**src/ugfa_pkg.sv**
```systemverilog
// Package of the idle-gap frame assembler: sizes, codes, state type and helpers.
package ugfa_pkg;

  localparam int CHANNELS  = 2;
  localparam int BUF_BYTES = 32;

  localparam int CH_W     = (CHANNELS > 1) ? $clog2(CHANNELS) : 1;
  localparam int CNT_W    = $clog2(BUF_BYTES + 1);
  localparam int ADDR_W   = (CHANNELS * BUF_BYTES > 1) ? $clog2(CHANNELS * BUF_BYTES) : 1;
  localparam int BYTE_W   = 8;
  localparam int TICK_W   = 32;
  localparam int GAP_W    = 16;
  localparam int LEN_W    = 6;

  localparam int IN_TDATA_W  = BYTE_W + TICK_W;
  localparam int IN_TUSER_W  = 1 + CH_W;
  localparam int LEN_LSB     = BYTE_W;
  localparam int OUT_TDATA_W = ((BYTE_W + LEN_W + 7) / 8) * 8;

  localparam int CFG_IDX_W  = 2;
  localparam int CFG_DATA_W = GAP_W;

  localparam logic [CFG_IDX_W-1:0] CFG_ENABLE_MASK = CFG_IDX_W'(0);
  localparam logic [CFG_IDX_W-1:0] CFG_IDLE_GAP    = CFG_IDX_W'(1);

  localparam logic [GAP_W-1:0] GAP_RESET = GAP_W'(3);

  localparam logic OP_RX    = 1'b0;
  localparam logic OP_CHECK = 1'b1;

  typedef enum logic [1:0] {
    ST_IDLE,
    ST_SCAN,
    ST_DRAIN
  } state_t;

  // Byte slot of a channel's buffer inside the shared frame store.
  function automatic logic [ADDR_W-1:0] frame_addr(input logic [CH_W-1:0] ch,
                                                   input logic [CNT_W-1:0] idx);
    frame_addr = ADDR_W'(int'(ch) * BUF_BYTES + int'(idx));
  endfunction

endpackage

```
**src/ugfa_ram.sv**
```systemverilog
// Generic single-write, single-read RAM with a registered read port.
module ugfa_ram #(
  parameter int WIDTH = 8,
  parameter int DEPTH = 64
) (
  input  logic                     clk,
  input  logic                     wr_en,
  input  logic [$clog2(DEPTH)-1:0] wr_addr,
  input  logic [WIDTH-1:0]         wr_data,
  input  logic [$clog2(DEPTH)-1:0] rd_addr,
  output logic [WIDTH-1:0]         rd_data
);

  logic [WIDTH-1:0] mem_r [DEPTH];
  logic [WIDTH-1:0] rd_data_r;

  always_ff @(posedge clk) begin
    if (wr_en) begin
      mem_r[wr_addr] <= wr_data;
    end
    rd_data_r <= mem_r[rd_addr];
  end

  assign rd_data = rd_data_r;

endmodule

```
**src/uart_idle_gap_frame_assembler_top.sv**
```systemverilog
// Top level of the idle-gap frame assembler: channel buffers, idle scan and frame drain.
//
//   channel  direction  tdata / data                     tuser / index       tlast
//   in_      slave      rx_byte, now_tick                operation, channel  -
//   out_     master     frame_byte, frame_length         frame_channel       last_of_frame
//   cfg_     slave      register value                   register index      -
//
// For a receive word, its byte is written into the frame store and the
// channel's fill count and last-receive tick are updated in the same cycle.
// A check word is accepted, the channels are scanned in turn, and each closed frame is
// drained one byte per cycle with out_tready held high; the single read
// port of the frame store sets that one-byte-per-cycle drain.
// Output back-pressure stalls the drain, the read address is held and the RAM keeps
// presenting the same byte. Reset clears the state machine, fill counts, ticks and the
// registers; the frame store needs no clearing since fill counts guard every read.
module uart_idle_gap_frame_assembler_top
  import ugfa_pkg::*;
(
  input  logic                   clk,
  input  logic                   rst_n,
  // Input word.
  input  logic                   in_tvalid,
  output logic                   in_tready,
  input  logic [IN_TDATA_W-1:0]  in_tdata,   // rx_byte [7:0], now_tick [39:8]
  input  logic [IN_TUSER_W-1:0]  in_tuser,   // operation [0], channel above it
  // Result word.
  output logic                   out_tvalid,
  input  logic                   out_tready,
  output logic [OUT_TDATA_W-1:0] out_tdata,  // frame_byte [7:0], frame_length [13:8], zero pad
  output logic [CH_W-1:0]        out_tuser,  // frame_channel
  output logic                   out_tlast,  // last_of_frame
  // Configuration writes.
  input  logic                   cfg_valid,
  output logic                   cfg_ready,
  input  logic [CFG_IDX_W-1:0]   cfg_index,
  input  logic [CFG_DATA_W-1:0]  cfg_data
);

  // Input fields.
  logic              in_op;
  logic [CH_W-1:0]   in_ch;
  logic [BYTE_W-1:0] in_byte;
  logic [TICK_W-1:0] in_now;
  logic              in_acc;

  assign in_op   = in_tuser[0];
  assign in_ch   = in_tuser[CH_W:1];
  assign in_byte = in_tdata[BYTE_W-1:0];
  assign in_now  = in_tdata[BYTE_W +: TICK_W];
  assign in_acc  = in_tvalid && in_tready;

  // Control and per-channel state.
  state_t            state_r, state_nxt;
  logic [CH_W-1:0]   scan_ch_r, scan_ch_nxt;
  logic [TICK_W-1:0] now_r, now_nxt;
  logic [CNT_W-1:0]  len_r, len_nxt;
  logic [CNT_W-1:0]  next_idx_r, next_idx_nxt;
  logic [CNT_W-1:0]  shown_idx_r, shown_idx_nxt;
  logic              out_vld_r, out_vld_nxt;
  logic [CNT_W-1:0]  fill_r [CHANNELS];
  logic [TICK_W-1:0] tick_r [CHANNELS];
  logic [CHANNELS-1:0] mask_r;
  logic [GAP_W-1:0]  gap_r;

  // One channel is looked at per cycle: the receiving one while idle, else the scanned one.
  logic [CH_W-1:0]   sel_ch;
  logic [CNT_W-1:0]  sel_fill;
  logic [TICK_W-1:0] sel_tick;
  logic [TICK_W-1:0] idle_time;
  logic              close_frame;
  logic              last_ch;
  logic              drain_adv;

  logic              fill_we;
  logic [CNT_W-1:0]  fill_wval;
  logic              tick_we;

  logic              ram_we;
  logic [ADDR_W-1:0] ram_waddr;
  logic [ADDR_W-1:0] ram_raddr;
  logic [BYTE_W-1:0] ram_rdata;

  assign sel_ch    = (state_r == ST_IDLE) ? in_ch : scan_ch_r;
  assign sel_fill  = fill_r[sel_ch];
  assign sel_tick  = tick_r[sel_ch];
  assign idle_time = now_r - sel_tick;
  assign close_frame = mask_r[scan_ch_r] && (sel_fill != '0) &&
                       (idle_time >= TICK_W'(gap_r));
  assign last_ch   = (scan_ch_r == CH_W'(CHANNELS - 1));
  assign drain_adv = !out_vld_r || out_tready;
  assign ram_waddr = frame_addr(in_ch, sel_fill);

  always_comb begin
    state_nxt     = state_r;
    scan_ch_nxt   = scan_ch_r;
    now_nxt       = now_r;
    len_nxt       = len_r;
    next_idx_nxt  = next_idx_r;
    shown_idx_nxt = shown_idx_r;
    out_vld_nxt   = out_vld_r;
    fill_we       = 1'b0;
    fill_wval     = '0;
    tick_we       = 1'b0;
    ram_we        = 1'b0;
    ram_raddr     = frame_addr(scan_ch_r, shown_idx_r);
    case (state_r)
      ST_IDLE: begin
        if (in_acc) begin
          if (in_op == OP_CHECK) begin
            now_nxt     = in_now;
            scan_ch_nxt = '0;
            state_nxt   = ST_SCAN;
          end else if (int'(in_ch) < CHANNELS) begin
            tick_we = 1'b1;
            // A byte for a full buffer is dropped; the tick still moves.
            if (int'(sel_fill) < BUF_BYTES) begin
              ram_we    = 1'b1;
              fill_we   = 1'b1;
              fill_wval = sel_fill + CNT_W'(1);
            end
          end
        end
      end
      ST_SCAN: begin
        if (close_frame) begin
          len_nxt      = sel_fill;
          next_idx_nxt = '0;
          out_vld_nxt  = 1'b0;
          state_nxt    = ST_DRAIN;
        end else if (last_ch) begin
          state_nxt = ST_IDLE;
        end else begin
          scan_ch_nxt = scan_ch_r + CH_W'(1);
        end
      end
      ST_DRAIN: begin
        if (drain_adv) begin
          if (next_idx_r < len_r) begin
            ram_raddr     = frame_addr(scan_ch_r, next_idx_r);
            out_vld_nxt   = 1'b1;
            shown_idx_nxt = next_idx_r;
            next_idx_nxt  = next_idx_r + CNT_W'(1);
          end else begin
            // Whole frame delivered: empty the buffer and move on.
            out_vld_nxt = 1'b0;
            fill_we     = 1'b1;
            fill_wval   = '0;
            if (last_ch) begin
              state_nxt = ST_IDLE;
            end else begin
              scan_ch_nxt = scan_ch_r + CH_W'(1);
              state_nxt   = ST_SCAN;
            end
          end
        end
      end
      default: begin
        state_nxt   = ST_IDLE;
        out_vld_nxt = 1'b0;
      end
    endcase
  end

  always_ff @(posedge clk) begin
    if (!rst_n) begin
      state_r   <= ST_IDLE;
      out_vld_r <= 1'b0;
      mask_r    <= '0;
      gap_r     <= GAP_RESET;
      for (int c = 0; c < CHANNELS; c++) begin
        fill_r[c] <= '0;
        tick_r[c] <= '0;
      end
    end else begin
      state_r   <= state_nxt;
      out_vld_r <= out_vld_nxt;
      if (fill_we) begin
        fill_r[sel_ch] <= fill_wval;
      end
      if (tick_we) begin
        tick_r[sel_ch] <= in_now;
      end
      if (cfg_valid && cfg_ready) begin
        case (cfg_index)
          CFG_ENABLE_MASK: mask_r <= cfg_data[CHANNELS-1:0];
          CFG_IDLE_GAP:    gap_r  <= cfg_data[GAP_W-1:0];
          default: begin
          end
        endcase
      end
    end
  end

  always_ff @(posedge clk) begin
    scan_ch_r   <= scan_ch_nxt;
    now_r       <= now_nxt;
    len_r       <= len_nxt;
    next_idx_r  <= next_idx_nxt;
    shown_idx_r <= shown_idx_nxt;
  end

  ugfa_ram #(
    .WIDTH (BYTE_W),
    .DEPTH (CHANNELS * BUF_BYTES)
  ) u_frame_store (
    .clk     (clk),
    .wr_en   (ram_we),
    .wr_addr (ram_waddr),
    .wr_data (in_byte),
    .rd_addr (ram_raddr),
    .rd_data (ram_rdata)
  );

  assign in_tready  = (state_r == ST_IDLE);
  assign cfg_ready  = 1'b1;
  assign out_tvalid = out_vld_r;
  assign out_tdata  = {(OUT_TDATA_W - BYTE_W - LEN_W)'(0), LEN_W'(len_r), ram_rdata};
  assign out_tuser  = scan_ch_r;
  assign out_tlast  = (shown_idx_r == len_r - CNT_W'(1));

endmodule

```
**config.mk**
```make
export PLATFORM = sky130hd
export DESIGN_NAME = uart_idle_gap_frame_assembler_top
export DESIGN_NICKNAME = d
export VERILOG_FILES = /design/src/ugfa_pkg.sv /design/src/ugfa_ram.sv /design/src/uart_idle_gap_frame_assembler_top.sv
export SDC_FILE = /design/constraint.sdc
export NUM_CORES = 1
export LEC_CHECK = 0
export ABC_AREA = 1
export BUFFER_PORTS_ARGS = -buffer_cell sky130_fd_sc_hd__buf_2
export CAP_MARGIN = 10
export CORE_MARGIN = 2
export CORE_UTILIZATION = 30
export DETAILED_ROUTE_END_ITERATION = 8
export GPL_ROUTABILITY_DRIVEN = 0
export HOLD_SLACK_MARGIN = 0.1
export SETUP_SLACK_MARGIN = 0.05
export SKIP_CTS_REPAIR_TIMING = 1
export SLEW_MARGIN = 30
export SYNTH_ARGS = -nofsm -noshare
export SYNTH_HDL_FRONTEND = slang
export SYNTH_SLANG_ARGS = --single-unit
export TNS_END_PERCENT = 50
```
**constraint.sdc**
```tcl
create_clock -name clk -period 6.5 [get_ports clk]
set_input_delay 1.3 -clock clk [delete_from_list [all_inputs] [get_ports clk]]
set_output_delay 1.3 -clock clk [all_outputs]
set_load 0.03 [all_outputs]
```
### Yosys cells after proc, flatten, opt, wreduce, memory -nomap -nowiden

Memories as Yosys holds them, arrays and structs flattened. A register that Yosys moved wholly into a read port is not among the register bits.
Cells that the tools add are included.

| word-level totals | value |
|---|---|
| input port bits | 65 |
| bits in registers | 72 |
| memories kept | 3 |
| logic and storage cells | 116 |
| memory bits (writable) | 588 |
| output and inout port bits | 21 |

Memory list:

| memory | words | width | read ports | clocked after Yosys merged registers in | write ports | line | text |
|---|---|---|---|---|---|---|---|
| u_frame_store.mem_r | 64 | 8 | 1 | 1 | 1 | ugfa_ram.sv:14 | `logic [WIDTH-1:0] mem_r [DEPTH];` |
| tick_r | 2 | 32 | 1 | 0 | 2 | uart_idle_gap_frame_assembler_top.sv:61 | `logic [TICK_W-1:0] tick_r [CHANNELS];` |
| fill_r | 2 | 6 | 1 | 0 | 2 | uart_idle_gap_frame_assembler_top.sv:60 | `logic [CNT_W-1:0] fill_r [CHANNELS];` |

| cells by class | value |
|---|---|
| bitwise operators | 1 |
| add/sub/neg operators | 8 |
| equality and inequality tests | 12 |
| reductions and logical operators | 21 |
| order comparisons | 4 |
| muxes and demuxes | 58 |

Operators by type and width:

| cell | number |
|---|---|
| 6-bit two-way mux | 11 |
| 1-bit two-way mux | 35 |
| 32-bit by 16-bit greater-or-equal comparator with 1-bit output | 1 |
| 32-bit two-way mux | 1 |
| 32-bit OR reduction | 1 |
| 32-bit subtractor | 1 |
| 6-bit adder | 3 |
| 6-bit by 1-bit adder with 6-bit output, second input constant | 2 |
| 2-bit two-way mux | 6 |
| 6-bit case mux with 2 select lines | 1 |
| 2-bit != test, second input constant | 5 |
| 3-bit AND reduction | 3 |
| 6-bit equality test | 1 |
| 6-bit < comparator | 1 |
| 6-bit < comparator, second input constant | 1 |
| 1-bit case mux with 3 select lines | 2 |
| 2-bit case mux with 3 select lines | 1 |
| 2-bit AND reduction | 3 |
| 6-bit AND reduction | 1 |
| 6-bit nonzero test | 1 |
| 6-bit OR reduction | 1 |
| 6-bit by 1-bit subtractor with 6-bit output, second input constant | 1 |
| 5-bit AND reduction | 1 |
| 2-bit by 1-bit equality test with 1-bit output, second input constant | 2 |
| 14 further kinds | 18 |

### Longest topological paths before layout

Gate-level depths: netlist (run 1).
An unclocked memory read counts as a cell.

| depth | value |
|---|---|
| depth in word-level cells | 13 |
| depth in mapped cells | 36 |
| depth with buffers taken out | 35 |

### By module

From an unflattened synthesis (run 1), not the netlist that was laid out.

| second synthesis, totals | value |
|---|---|
| cell total of the unflattened synthesis | 2971 |
| area, all modules | 30720.7 um^2 |

By module, submodules not included:

| module | cells each | area each (um^2) | instances | seq. area each (um^2) |
|---|---|---|---|---|
| ugfa_ram | 1805 | 21339.2 | 1 | 15534.9 |
| uart_idle_gap_frame_assembler_top | 1166 | 9381.5 | 1 | 4234.1 |

### Least setup slack after synthesis (run 1)

OpenSTA, ideal clock, no wires.

| timing | value |
|---|---|
| kind | input to register |
| start | in in_tuser[1] |
| end | reg next_idx_r[0] (enable) |
| cell stages on the path | 31 |
| data arrival time | 4815 ps |
| required time | 6137 ps |
| buffers on the path | 2 |
| setup slack | 1322 ps |
| cells stage by stage | nand2_1 nand2_4 buf_2 buf_1 nand2_1 nand2_1 ha_1 inv_1 fa_1 nand2_2 a21oi_2 nand2_1 nand2_2 nand2_1 nand2_2 xor2_1 ha_1 nand2_1 nor2_1 a211oi_1 nand2_1 nor2_1 nand2_1 nor2_1 nand2_1 nor2_2 nand2_2 nand2_4 nand2_2 nand2_1 a21oi_1 |

| on the way | value |
|---|---|
| cells in the longest elaborated chain, start to end | 7 |
| elaborated cells on any way between the ends | 10 |
| those cells by class | add/sub (1); order compare (1); eq/ne (1); mux (1); reduce/logical (4); memory (2) |

Ends and longest elaborated chain:

| element | line | text |
|---|---|---|
| from (decl) | uart_idle_gap_frame_assembler_top.sv:25 | `input logic [IN_TUSER_W-1:0] in_tuser,` |
| 1-bit two-way mux (*) | uart_idle_gap_frame_assembler_top.sv:83 | `assign sel_ch = (state_r == ST_IDLE) ? in_ch : scan_ch_r;` |
| memory 2 x 32 bit or memory 2 x 6 bit (tied branches) | n/a |  |
| 32-bit subtractor or 6-bit nonzero test (tied branches) | uart_idle_gap_frame_assembler_top.sv:86, uart_idle_gap_frame_assembler_top.sv:87 |  |
| 32-bit by 16-bit greater-or-equal comparator with 1-bit output or 1-bit logical AND (tied branches) | uart_idle_gap_frame_assembler_top.sv:88, uart_idle_gap_frame_assembler_top.sv:87 |  |
| 1-bit logical AND (*) | uart_idle_gap_frame_assembler_top.sv:87 | `assign close_frame = mask_r[scan_ch_r] && (sel_fill != '0) &&` |
| 2-bit != test (no line) (*) | n/a |  |
| 4-bit AND reduction (no line) (*) | n/a |  |
| to (signal assigned) | uart_idle_gap_frame_assembler_top.sv:198 | `next_idx_r <= next_idx_nxt;` |
| to (decl) | uart_idle_gap_frame_assembler_top.sv:57 | `logic [CNT_W-1:0] next_idx_r, next_idx_nxt;` |

Mark *: on every way between the ends. The rest lies on a longest branch, timed or not.
A chain may end at the register's enable or synchronous reset.

### Final worst setup path (run 1)

| timing | value |
|---|---|
| start | reg state_r[0] |
| end | reg next_idx_r[3] (enable) |

| on the way | value |
|---|---|
| cells in the longest elaborated chain, start to end | 8 |
| elaborated cells on any way between the ends | 16 |
| those cells by class | add/sub (1); order compare (1); eq/ne (5); mux (1); reduce/logical (6); memory (2) |

Ends and longest elaborated chain:

| element | line | text |
|---|---|---|
| from (decl) | uart_idle_gap_frame_assembler_top.sv:53 | `state_t state_r, state_nxt;` |
| from (signal assigned) | uart_idle_gap_frame_assembler_top.sv:175 | `state_r <= state_nxt;` |
| 2-bit logical NOT | uart_idle_gap_frame_assembler_top.sv:83 |  |
| 1-bit two-way mux | uart_idle_gap_frame_assembler_top.sv:83 |  |
| memory 2 x 32 bit or memory 2 x 6 bit (tied branches) | n/a |  |
| 32-bit subtractor or 6-bit nonzero test (tied branches) | uart_idle_gap_frame_assembler_top.sv:86, uart_idle_gap_frame_assembler_top.sv:87 |  |
| 32-bit by 16-bit greater-or-equal comparator with 1-bit output or 1-bit logical AND (tied branches) | uart_idle_gap_frame_assembler_top.sv:88, uart_idle_gap_frame_assembler_top.sv:87 |  |
| 1-bit logical AND | uart_idle_gap_frame_assembler_top.sv:87 |  |
| 2-bit != test (no line) | n/a |  |
| 4-bit AND reduction (no line) (*) | n/a |  |

Marks and branches as above.

==> metrics, run 1 <==
status complete, no violations; io pins 86; cell mode on critical path nand2_1; layout net count 3,276; RSZ-0062 raised after global routing false; initial core utilization 0.302; final period utilization 0.782; final std cells w/o fill 4,591; final worst clock skew 0.0336 ns; CTS Buf Count 75; DP HPWL 47,000 µm; maximum vdd ir drop 0.000341 V; via/cell ratio 4.58; Syn Area/Cell 10.1 µm²; Pins Over Slew Limit 0; drt pass-1 iters 5; WL final 76,700 µm; die height between 300 and 400 µm; Leak Pwr around 0.014 µW; Setup crit start kind register; DR DRC count 0; Die ar. approximately 0.11 mm²; crit-path max FO 23; yosys warns 0; CTS H-tree depth 3; core area 0.103 mm²; Yosys cell types 48; vias 21.0k; Multi-input gate area 0.00922 mm²; first-pass GRT wire length 117,000 µm; pwr/cell area 407 mW/mm²; final setup fails 0; IO Port Bufs 82; initial antenna violation count 1; fill count 10.3k; number of synthesized flops with an enable pin 639; Storage cell area between 0.015 and 0.02 mm²; pin count of the biggest net entering global routing ~150; crit-path max cell delay 0.46 ns; GRT Util Overall 0.141; CTS tree yes; cell count after placement roughly 4.5k; worst reg-to-reg setup slack roughly 1.4 ns; initial drt markers 1,854; Hold Path Class register to register; antenna viol nets, final 0; Seq cells post-synth 668; data arrival time of the worst path between 5 and 6 ns; Fin Setup TNS 0 ns; Root Buffer clkbuf_16; slew margin rel. 0.358; share of the yosys chip area belonging to registers 0.635; Primary FF master, synth edfxtp_1; synthesized area 0.0311 mm²; CTS Sinks between 600 and 700; Mapped Cells slightly above 3k; die width 326 µm; fmax 197 MHz; layout cells sized above 1 0.0913; Final Power between 10,000 and 15,000 µW; vias in the first global route 20.2k; critical path's slowest cell a21oi_1; Crit Path Class register to register; Post-synth ARST share 0; Worst-Margin Slew 0.963 ns; CP Capture Type register; min Tclk post-route 5.08 ns; CTS clk-pin slew, worst paths 0.06 ns; max_cap viols 0; crit path buf inv count 5; Max Root-Sink Buffers 3; area delta synth->final 13.2%; most frequent cells in the layout nand2_1 (984), edfxtp_1 (639), inv_1 (354); row cnt 118; CP Data Required Time roughly 6.8 ns; grt ovf 0; final hold viol count 0; Worst-Skew Late Latency 0.63 ns; wire length per cell 16.7 µm; commonest non-fill, non-tap cell in the layout nand2_1; Crit path max-delay family simple AND/OR/NAND/NOR gates
==> cell families after synthesis <==
kind of cell / Yosys count / synth area share
adder cells (fa/ha/maj): 61 / 0.0247
flip-flops: 668 / 0.635
multiplexers: 31 / 0.00996
AO/OA/AOI/OAI: 237 / 0.0450
buffers and inverters: 500 / 0.0705
XOR/XNOR: 25 / 0.00727
other: 2 / 0.000241
AND/OR/NAND/NOR: 1564 / 0.207
==> power by group <==
part           leakage [µW]  internal [µW]  switching [µW]
combinational       0.00688           1480            3610
sequential          0.00610           4940            83.3
clock               0.00122           2510            1730
==> worst min-delay path: stages (launching register included) <==
cell     delay [ns]
dfxtp_1        0.29
inv_1          0.08
a21oi_1        0.07
==> registers in the layout (all words and copies together), names as in the netlist <==
signal / flops
fill_r: 12
gap_r: 16
len_r: 6
mask_r: 2
next_idx_r: 6
now_r: 32
out_tuser: 1
out_tvalid: 1
shown_idx_r: 6
state_r: 2
tick_r: 64
u_frame_store.mem_r: 512
u_frame_store.rd_data: 8
==> cell usage after synthesis, types with 4 or more instances <==
cell type  instances  share of area
edfxtp_1         639           0.62
nor3_1             9         0.0014
nor2_2            11         0.0022
nand2_4            5         0.0018
nand3_1          289          0.046
xor2_1            18         0.0051
inv_1            355          0.043
nand4_1            9         0.0018
nand2_2           16         0.0032
nor3_2             4         0.0013
a21oi_1           46         0.0074
ha_1              60          0.024
xnor2_1            6         0.0017
or2_2              4        0.00080
mux2i_1           31          0.010
clkbuf_1          16         0.0019
nor2_1           220          0.027
buf_6             17         0.0061
dfxtp_1           29          0.019
o21ai_0           60         0.0096
inv_2             19         0.0023
buf_1              6        0.00072
nand2_1          985           0.12
o21ai_2            7         0.0020
buf_2             52         0.0084
o211ai_1          66          0.016
o21ai_1           49         0.0079
buf_4             33         0.0080
==> cell type report <==
cell class                      instances  share of cell area
Timing Repair Buffer                  108              0.0185
Inverter                              376              0.0402
Antenna cell                            1           0.0000710
Clock buffer                           97              0.0592
Multi-Input combinational cell       1921               0.261
Sequential cell                       668               0.561
Tap cell                             1380              0.0490
Clock inverter                         40              0.0110
==> final timing paths <==
check / start / end / cells after the start
min reg2reg: gap_r[6]$_SDFFE_PN0P_ / gap_r[6]$_SDFFE_PN0P_ / 2
max reg2reg: state_r[0]$_SDFFE_PN0P_ / next_idx_r[3]$_SDFFCE_PN0P_ / 27
max: state_r[0]$_SDFFE_PN0P_ / next_idx_r[3]$_SDFFCE_PN0P_ / 27
min: gap_r[6]$_SDFFE_PN0P_ / gap_r[6]$_SDFFE_PN0P_ / 2
==> stage by stage <==
stage	utilization	instance area (µm²)	setup slack (ns)	hold slack [ns]
after floorplan	-	31100	1.32	0.435
after global placement	0.317	32800	0.950	0.471
after detailed placement	0.318	32800	0.847	0.482
after CTS	0.342	35300	1.37	0.490
after global routing	0.342	35300	0.923	0.506
final	0.342	35300	1.42	0.486
==> layer usage <==
layer	track usage	part of all wire	wire length, µm
met1	0.183	0.43	33200
met2	0.240	0.48	37000
met3	0.0230	0.058	4450
met4	0.0479	0.027	2100
met5	0	0.00021	16
Note: power is estimated with default switching activity, not from simulation.
==> run 2, diff against run 1 <==
--- a/config.mk
+++ b/config.mk
@@ -5,7 +5,7 @@
 export SDC_FILE = /design/constraint.sdc
 export NUM_CORES = 1
 export LEC_CHECK = 0
-export ABC_AREA = 1
+export ABC_AREA = 0
 export BUFFER_PORTS_ARGS = -buffer_cell sky130_fd_sc_hd__buf_2
 export CAP_MARGIN = 10
 export CORE_MARGIN = 2
==> constraint.sdc (replaced) <==
create_clock -name clk -period 4.3 [get_ports clk]
set_input_delay 0.86 -clock clk [delete_from_list [all_inputs] [get_ports clk]]
set_output_delay 0.86 -clock clk [all_outputs]
set_load 0.03 [all_outputs]
==> run 2 against run 1 <==
  * The run now ends with negative setup slack left
  * Register-to-register slack got worse by 2.6 ns
  * First-iteration DRC count rose by 4.8%
  * Hold slack got worse by 0.051 ns
  * Critical path type unchanged
  * Critical endpoint is now next_idx_r[4]$_SDFFCE_PN0P_
==> metrics, run 2 <==
status finished with violations; violated checks negative setup slack; share of the yosys chip area belonging to registers 0.669 (+0.0344); Worst R2R Path Depth 27 (unchanged); initial drt markers 1,943 (+4.8%); r2r endpoint next_idx_r[4]$_SDFFCE_PN0P_; flip-flop count of the largest register after layout 512 (unchanged); WL met3 5030 µm (+13%); Synth Area in XOR/XNOR 0.0104 (+0.00310); number of synthesized flops with an enable pin 639 (unchanged); worst reg-to-reg setup slack -1.22 ns (-2.64 ns); max_cap viols 0 (unchanged); hold path depth 1 (-1); Seq cells post-synth 668 (unchanged); final setup fails 16 (+16); WL met2 39,300 µm (+6.3%); slew margin rel. 0.395 (+0.0377); wire length per cell 21.1 µm (+26%); IO Port Bufs 82 (unchanged); CP Data Required Time 4.67 ns (-2.08 ns); Post-synth ARST share 0 (unchanged); post-synthesis compound-gate area fraction 0.121 (+0.0755); data arrival time of the worst path 5.89 ns (+0.56 ns); Simple-Gate Fraction of Synth Area 0.121 (-0.0864); Syn Area/Cell 13.4 µm² (+33%); Yosys top cell area share 0.650 (+0.0334); GRT Util Overall 0.157 (+0.0158); most frequent cells in the layout edfxtp_1 (639), buf_4 (273), and3_1 (198); layout net count 2,632 (-20%); Die ar. 0.101 mm² (-5.1%); CTS Sinks 668 (unchanged); mux share of post-synthesis cell area 0.0278 (+0.0179); die height 318 µm (-2.6%); Root Buffer clkbuf_16; Worst-Margin Slew 0.903 ns (-0.0598 ns); Primary FF master, synth edfxtp_1; final period utilization 1.28 (+0.502); crit-path max cell delay 0.44 ns (-0.02 ns); DP Worst Slack -1.75 ns (-2.60 ns); CTS tree yes; final worst clock skew 0.0312 ns (-0.00235 ns); CTS Buf Count 70 (-6.7%); synth top area cells edfxtp_1 (65%), and3_1 (4.2%), a211oi_1 (3.7%); count leader, synth edfxtp_1; Worst-Skew Late Latency 0.63 ns (about the same); Synth Area in Adders 0.0261 (+0.00134); ANT cells 0 (-1); layout cells sized above 1 0.209 (+0.117); drt pass-1 iters 6 (+1); final hold viol count 0 (unchanged); WL final 81,000 µm (+5.6%); cell mode on critical path buf_4; commonest non-fill, non-tap cell in the layout edfxtp_1; Hold Path Class input pin to register; fmax 181 MHz (-8.0%); maximum vdd ir drop 0.000382 V (+12%); yosys warns 0 (unchanged); core area 0.0980 mm² (-5.1%); antenna viol nets, final 0 (unchanged); Pins Over Slew Limit 0 (unchanged); Hold Crit Start in_tdata[26]; grt ovf 0 (unchanged); WHS Endpoint now_r[18]$_DFFE_PP_; critical path's slowest cell or4_4; DR DRC count 0 (unchanged); initial core utilization 0.302 (about the same); pwr/cell area 449 mW/mm² (+10%); vias in the first global route 20.3k (+0.29%); RSZ-0062 raised after global routing true; DP HPWL 54,000 µm (+15%); Yosys cell types 76 (+58%); crit-path max FO 6 (-74%); dominant cell type by area after synthesis edfxtp_1; fin util 0.367 (+0.0251); via/cell ratio 5.23 (+14%); largest family of logic cells by synthesized area simple AND/OR/NAND/NOR gates; pin count of the biggest net entering global routing 104 (-30%); synthesized area 0.0295 mm² (-5.1%); CTS H-tree depth 3 (unchanged); Post-synth top cells edfxtp_1 (639), and3_1 (198), nand2_1 (161), a211oi_1 (145), nor2_1 (134); Leak Pwr 0.0128 µW (-9.9%); Max Root-Sink Buffers 3 (unchanged); CTS clk-pin slew, worst paths 0.06 ns (about the same); Final Worst Setup Slack -1.22 ns (-2.64 ns); CP Capture Type register; Largest Register u_frame_store.mem_r; RR Startpoint state_r[0]$_SDFFE_PN0P_; wl on met1 34,400 µm (+3.7%); io pins 86 (unchanged); area delta synth->final 21.6%; first-pass GRT wire length 123,000 µm (+5.1%); min Tclk post-route 5.52 ns (+0.439 ns); Crit Path Class register to register; Top Layer Used met5; die width 318 µm (-2.6%); Largest regs u_frame_store.mem_r x512, tick_r x64, now_r x32; initial antenna violation count 3 (+2); Setup crit start kind register; Mapped Cells 2,201 (-29%); vias 20.1k (-4.5%); row cnt 115 (-2.5%); Hold WS 0.434 ns (-0.0512 ns)
[run 2: cell types whose count changed in the layout (fill, tap and decap cells not counted), moves of 20 or more]
cell and delta:
a2111oi_0 +50, a211oi_1 +144, a31oi_1 +20, and2_1 +87, and3_1 +198, buf_4 +250, inv_1 -312, nand2_1 -825
nand3_1 -274, nor2_1 -90, o211ai_1 -58, o21ai_1 -45, o31ai_1 +21
[run 2: logic make-up after synthesis]
family,count (synthesis)
compound gates,495
flops,668
buf+inv,187
fa+ha+maj,61
other cells,2
mux,62
xor+xnor,35
simple gates,691
[run 2: worst max-delay path, delay by kind of cell (launching register included)]
kind	cells	cell delay, ns
compound gates	8	1.68
fa+ha+maj	3	0.75
mux	2	0.42
buf+inv	6	0.80
flops	1	0.33
simple gates	7	1.15
xor+xnor	1	0.10
[run 2: worst max-delay path by stage]
stage	start	to	cells past startpoint
after floorplan	in_tuser[1]	out_tuser$_SDFFCE_PN0P_	24
after global placement	in_tuser[1]	next_idx_r[4]$_SDFFCE_PN0P_	24
after detailed placement	in_tuser[1]	out_tuser$_SDFFCE_PN0P_	24
after CTS	state_r[0]$_SDFFE_PN0P_	out_tuser$_SDFFCE_PN0P_	25
after global routing	state_r[0]$_SDFFE_PN0P_	state_r[0]$_SDFFE_PN0P_	26
final	state_r[0]$_SDFFE_PN0P_	next_idx_r[4]$_SDFFCE_PN0P_	27
[run 2: final cells by class]
| type | count | area, µm² |
|---|---|---|
| well taps | 1287 | 1610 |
| multi-input cells | 1347 | 9260 |
| fillers | 9244 | 62100 |
| flip-flops and latches | 668 | 19800 |
| repair buffers | 375 | 2880 |
| inverters | 44 | 165 |
| clock buffers | 86 | 1840 |
| clock inverters | 36 | 413 |
[run 2: report_power, final]
| group | internal, µW | switching [µW] |
|---|---|---|
| clock | 3490 | 2530 |
| sequential | 7300 | 59.7 |
| combinational | 1200 | 1570 |
| total | 12000 | 4160 |
[run 2: metrics by stage]
stage / area [µm²] / TNS (ns) / total power [µW] / cells
floorplan: 29700 / -17.68 / 8990 / 2202
global placement: 33500 / -25.33 / 10100 / 3713
detailed placement: 33500 / -27.05 / 10100 / 3713
CTS: 35700 / -22.30 / 16200 / 3835
global route: 35900 / -23.34 / 16800 / 3843
finish: 35900 / -18.58 / 16200 / 3843
[run 2: routing by layer]
layer / GRT usage / vias up
met2: 0.266 / 693
met5: 0 / -
li1: - / 9187
met3: 0.0279 / 133
met1: 0.205 / 10100
met4: 0.0492 / 2
